[src/hw/rtl/sgts_pkg.sv]
`default_nettype none

package sgts_pkg;

  // Field and datapath widths
  localparam int unsigned SampleW  = 24;
  localparam int unsigned TargetW  = 16;
  localparam int unsigned GainW    = 32;
  localparam int unsigned CoeffW   = 16;
  localparam int unsigned SqW      = 32;
  localparam int unsigned FracBits = 27;
  localparam int unsigned EntryW   = 23;
  localparam int unsigned LaneStg  = 5;

  localparam logic [TargetW-1:0] TargetReset = 16'h1000;
  localparam logic [GainW-1:0]   GainReset   = 32'h1000_0000;
  localparam logic [63:0]        Q31One      = 64'h0000_0000_8000_0000;
  localparam logic [63:0]        FullScale64 = 64'd8388607;

  typedef struct packed {
    logic signed [SampleW-1:0] left_sample;
    logic signed [SampleW-1:0] right_sample;
  } in_t;

  typedef struct packed {
    logic signed [SampleW-1:0] left_out;
    logic signed [SampleW-1:0] right_out;
  } out_t;

  // Load enables for the lane stages, first stage in bit 0
  typedef logic [LaneStg-1:0] lane_en_t;

  // Shift-subtract division; the quotient must fit in 32 bits
  function automatic logic [31:0] udiv32(input logic [63:0] num, input logic [63:0] den);
    logic [63:0] rem;
    logic [31:0] quo;
    rem = num;
    quo = '0;
    for (int b = 31; b >= 0; b--) begin
      if (rem >= (den << b)) begin
        rem    = rem - (den << b);
        quo[b] = 1'b1;
      end
    end
    return quo;
  endfunction

  // One tanh table point: round(2^23 * tanh(8 * idx / depth)), limited to full scale
  function automatic logic [EntryW-1:0] tanh_entry(input int unsigned depth,
                                                   input int unsigned idx);
    logic [63:0]        x;
    logic [63:0]        term;
    logic [63:0]        u;
    logic [63:0]        num;
    logic [63:0]        den;
    logic [63:0]        t;
    logic signed [63:0] sum;
    x    = 64'(udiv32(64'(idx) << 31, 64'(depth)));
    sum  = signed'(Q31One);
    term = Q31One;
    // e^(-x) by a truncated Taylor series
    for (int k = 1; k <= 20; k++) begin
      term = 64'(udiv32((term * x) >> 31, 64'(k)));
      if ((k & 1) != 0) begin
        sum = sum - signed'(term);
      end else begin
        sum = sum + signed'(term);
      end
    end
    if (sum < 0) begin
      sum = '0;
    end
    if (sum > signed'(Q31One)) begin
      sum = signed'(Q31One);
    end
    u = unsigned'(sum);
    // raise to the 16th power with rounding
    for (int s = 0; s < 4; s++) begin
      u = (u * u + (64'd1 << 30)) >> 31;
    end
    if (u > Q31One) begin
      u = Q31One;
    end
    num = Q31One - u;
    den = Q31One + u;
    t   = 64'(udiv32((num << 23) + (den >> 1), den));
    if (t > FullScale64) begin
      t = FullScale64;
    end
    return t[EntryW-1:0];
  endfunction

endpackage

`default_nettype wire

[src/hw/rtl/sgts_gain.sv]
`default_nettype none

module sgts_gain #(
  parameter int unsigned SMOOTH_COEFF = 66
) (
  input  wire logic                          clk_i,
  input  wire logic                          rst_ni,
  input  wire logic                          accept_i,
  input  wire logic                          en0_i,
  input  wire logic                          en1_i,
  input  wire logic [sgts_pkg::TargetW-1:0]  target_i,
  input  wire sgts_pkg::in_t                 frame_i,
  output sgts_pkg::in_t                      frame_o,
  output logic [sgts_pkg::SqW-1:0]           sq_o
);

  localparam logic [sgts_pkg::CoeffW-1:0] Coeff = sgts_pkg::CoeffW'(SMOOTH_COEFF);

  logic [sgts_pkg::GainW-1:0]                 gain_q, gain_d;
  logic [sgts_pkg::GainW-1:0]                 tgt;
  logic [sgts_pkg::GainW-1:0]                 diff;
  logic [sgts_pkg::GainW+sgts_pkg::CoeffW-1:0] step_prod;
  logic [sgts_pkg::GainW-1:0]                 step;
  logic                                       up;
  logic [2*sgts_pkg::GainW-1:0]               sq_prod;
  sgts_pkg::in_t                              frame0_q;
  sgts_pkg::in_t                              frame1_q;
  logic [sgts_pkg::SqW-1:0]                   sq_q;

  // One-pole step toward the target, truncated toward zero
  always_comb begin
    tgt       = {target_i, 16'h0000};
    up        = (tgt >= gain_q);
    diff      = up ? (tgt - gain_q) : (gain_q - tgt);
    step_prod = diff * Coeff;
    step      = step_prod[sgts_pkg::GainW+15:16];
    gain_d    = up ? (gain_q + step) : (gain_q - step);
  end

  // Advance the smoothed gain once per accepted frame
  always_ff @(posedge clk_i or negedge rst_ni) begin
    if (!rst_ni) begin
      gain_q <= sgts_pkg::GainReset;
    end else if (accept_i) begin
      gain_q <= gain_d;
    end
  end

  // Hold the frame beside its gain
  always_ff @(posedge clk_i) begin
    if (en0_i) begin
      frame0_q <= frame_i;
    end
  end

  // Square the gain: Q4.28 squared, keep Q8.24
  assign sq_prod = gain_q * gain_q;

  always_ff @(posedge clk_i) begin
    if (en1_i) begin
      sq_q     <= sq_prod[2*sgts_pkg::GainW-1:sgts_pkg::GainW];
      frame1_q <= frame0_q;
    end
  end

  assign frame_o = frame1_q;
  assign sq_o    = sq_q;

endmodule

`default_nettype wire

[config.mk]
export PLATFORM = sky130hd
export DESIGN_NAME = sgts_gain
export DESIGN_NICKNAME = d
export VERILOG_FILES = /design/src/hw/rtl/sgts_pkg.sv /design/src/hw/rtl/sgts_gain.sv
export SDC_FILE = /design/constraint.sdc
export NUM_CORES = 2
export LEC_CHECK = 0
export ABC_AREA = 1
export BUFFER_PORTS_ARGS = -buffer_cell sky130_fd_sc_hd__buf_2
export CAP_MARGIN = 20
export CORE_ASPECT_RATIO = 0.7
export CORE_MARGIN = 2
export CORE_UTILIZATION = 59
export CTS_CLUSTER_SIZE = 40
export DETAILED_ROUTE_END_ITERATION = 6
export PLACE_DENSITY = 0.8
export RECOVER_POWER = 50
export SKIP_CTS_REPAIR_TIMING = 1
export SYNTH_ARGS = -nofsm -noshare
export SYNTH_HDL_FRONTEND = slang
export SYNTH_SLANG_ARGS = --single-unit
[constraint.sdc]
create_clock -name clk_i -period 7.4 [get_ports clk_i]
set_input_delay 1.48 -clock clk_i [delete_from_list [all_inputs] [get_ports clk_i]]
set_output_delay 1.48 -clock clk_i [all_outputs]
set_load 0.02 [all_outputs]
==> impl_metrics.env <==
export IMPL_status="finished with violations"
export IMPL_violations="capacitance limit, slew limit, setup timing"
export IMPL_finalCriticalPeriod_ns=7.86
export IMPL_worst_setup_path_start_kind="primary input"
export IMPL_rsz0062_at_grt="yes"
export IMPL_drtPass1Iterations=7
export IMPL_ant_nets=0
export IMPL_syn_avg_cell_area_um2=8.56
export IMPL_drt_iter0_drc=3336
export IMPL_vias_per_cell=5.44
export IMPL_grtUsageTotal_pct=33.4
export IMPL_grt_pass1_wl_mm=184
export IMPL_cts_sinks=160
export IMPL_wl_mm=125
export IMPL_maxSlewViolCount=163
export IMPL_rrSetupSlack_ns=-0.43
export IMPL_ys_seq_area_share_pct=11.5
export IMPL_cap_viol_max_count=3
export IMPL_num_vias=34846
export IMPL_synth_main_ff_cell="edfxtp_1"
export IMPL_placed_cells=6294
export IMPL_finalHoldViolCount=0
export IMPL_ys_top_cells_by_area="fa_1 (40%), inv_1 (13%), ha_1 (13%)"
export IMPL_numCtsBuffers=17
export IMPL_syn_num_nets=6027
export IMPL_crit_path_end_kind="register"
export IMPL_synth_edf_count=128
export IMPL_final_nets=6782
export IMPL_grt_use_met3_pct=8.14
export IMPL_initial_utilization_pct=59.5
export IMPL_clock_fmax_mhz=127
export IMPL_finalSetupViolCount=24
export IMPL_path_common_cell="buf_4"
export IMPL_grt_max_degree=81
export IMPL_clock_latency_ns=0.52
export IMPL_place_port_buffers=148
export IMPL_wl_per_cell_um=19.5
export IMPL_synth_area_leader_cell="fa_1"
export IMPL_clk_pin_slew_worst_paths_ns=0.10
export IMPL_ios=149
export IMPL_fin_ws_ns=-0.459
export IMPL_reg2reg_to="gain_q[30]"
export IMPL_cts_root_buf="clkbuf_16"
export IMPL_area_growth_pct=26.9
export IMPL_grt_pass1_vias=35443
export IMPL_tritoncts="built"
export IMPL_grt_busiest_layer="met2"
export IMPL_max_stage_delay_ns=0.38
export IMPL_clock_path_buffers=2
export IMPL_hp_class="reg -> reg"
export IMPL_grt_antenna_before_repair=2
export IMPL_syn_cell_area_um2=40500
export IMPL_met2_usage_pct=51.4
export IMPL_reg2reg_depth=43
export IMPL_crit_fanout=4
export IMPL_final_common_cell="inv_1"
export IMPL_max_slew_margin_pct=-194
export IMPL_die_x_um=317
export IMPL_yosys_warnings=0
export IMPL_layout_drive_gt1_share_pct=26.5
export IMPL_worst_slew_pin_slew_ns=4.41
export IMPL_die_area_um2=70800
export IMPL_r2r_start="gain_q[3]"
export IMPL_fin_crit_sh_pct=106
export IMPL_yosys_area_top_type_share_pct=39.9
export IMPL_num_rows=80
export IMPL_hpwl_mm=97.2
export IMPL_criticalPathCategory="in -> reg"
export IMPL_drc=0
export IMPL_synthArstFlopShare_pct=20.0
export IMPL_critPathLaunch="target_i[0]"
export IMPL_cp_slowest_cell="o31a_1"
export IMPL_yosysUniqueCellTypes=58
export IMPL_synth_seq_cells=160
export IMPL_gp_congestion=1.00
export IMPL_use_met1_pct=47.3
export IMPL_core_area_um2=68100
export IMPL_crit_end="gain_q[30]"
export IMPL_instances_no_fill=6408
export IMPL_overflow=0
export IMPL_worst_ep_arrival_time_ns=8.24
export IMPL_dieHeight_um=223
export IMPL_finClkSkew_ns=0.0299
export IMPL_worstPathRequired_ns=7.78
export IMPL_htreeDepth=4
export IMPL_synth_cells=4737
export IMPL_final_cell_mix="inv_1 (1390), fa_1 (784), nand2_1 (779)"
==> worst min path at each step <==
stage                             end  cells past startpoint         start  slack, ns
after detailed placement  frame_o[11]                      0  frame0_q[11]       0.40
after global placement     frame_o[1]                      0   frame0_q[1]       0.40
after floorplan            frame_o[0]                      0   frame0_q[0]       0.40
after global routing      frame_o[38]                      0  frame0_q[38]       0.41
after CTS                 frame_o[38]                      0  frame0_q[38]       0.40
final                     frame_o[38]                      0  frame0_q[38]       0.40
==> routing by layer <==
layer  vias to the layer above  share of wire, %
li1                      15384                 -
met1                     17036                39
met2                      2062                46
met3                       362                12
met4                         2               3.9
met5                         -            0.0096
==> worst max-delay path: cells and delay by family <==
kind	cells	cell delay [ns]
simple gates	16	2.27
xor+xnor	3	0.54
fa+ha+maj	5	1.39
compound gates	9	1.63
buf+inv	8	0.90
==> synth_stat cells, types with 3 or more instances <==
cell type     n
o21ai_1       9
or2_2        12
xnor2_2       3
a21boi_0      4
edfxtp_1    128
a21oi_1     165
nand2_2      23
nand3_2       5
a21o_1       18
o211ai_1      9
buf_2        12
buf_6         6
nor2_2        6
fa_1        808
xor2_1       84
nor4_1        5
xnor2_1      47
dfrtp_1      31
o21a_1       14
nor2_4        4
inv_1      1437
nand3b_1      6
nand2_1     880
a211oi_1      8
nand4_1      15
clkbuf_1    113
nand3_1      78
ha_1        413
inv_2        13
nand2_4       4
o21bai_1     12
nor3_1       21
o21ai_0     109
buf_1         9
a31oi_1      24
o31ai_1       3
nor2_1      174
==> flip-flops by register name, indices dropped and copies added, names as in the netlist <==
| signal | cells |
|---|---|
| frame0_q | 48 |
| frame_o | 48 |
| sq_o | 32 |
| gain_q | 32 |
==> per-stage QoR <==
step                      setup slack [ns]  TNS (ns)  hold WS (ns)  instance area (µm²)  utilization, %
after floorplan                    -0.0172   -0.0267         0.400                41100               -
final                               -0.459     -4.17         0.399                51400            75.6
after global placement              -0.806    -18.65         0.400                47300            69.5
after detailed placement             -1.27    -26.82         0.405                47300            69.5
after global routing                -0.733    -12.11         0.410                51400            75.6
after CTS                           -0.843    -17.36         0.405                48000            70.5
==> final cells by class <==
type                    instances  area [µm²]
multi-input cells            2986       32700
clock buffers                  17         425
repair buffers                876        6840
well taps                     902        1130
flip-flops and latches        160        4670
diodes                          1        2.50
clock inverters                15         215
fillers                      4260       16600
inverters                    1451        5470
==> cell families after synthesis <==
| family | Yosys count | synth area share, % |
|---|---|---|
| mux | 1 | 0.0247 |
| simple gates | 1240 | 12.6 |
| xor+xnor | 134 | 2.95 |
| fa+ha+maj | 1221 | 52.7 |
| flops | 160 | 11.5 |
| compound gates | 390 | 5.45 |
| buf+inv | 1591 | 14.9 |
Power is not shown: default switching activity piles up to over one toggle a cycle in this logic, so the estimate is an artifact.
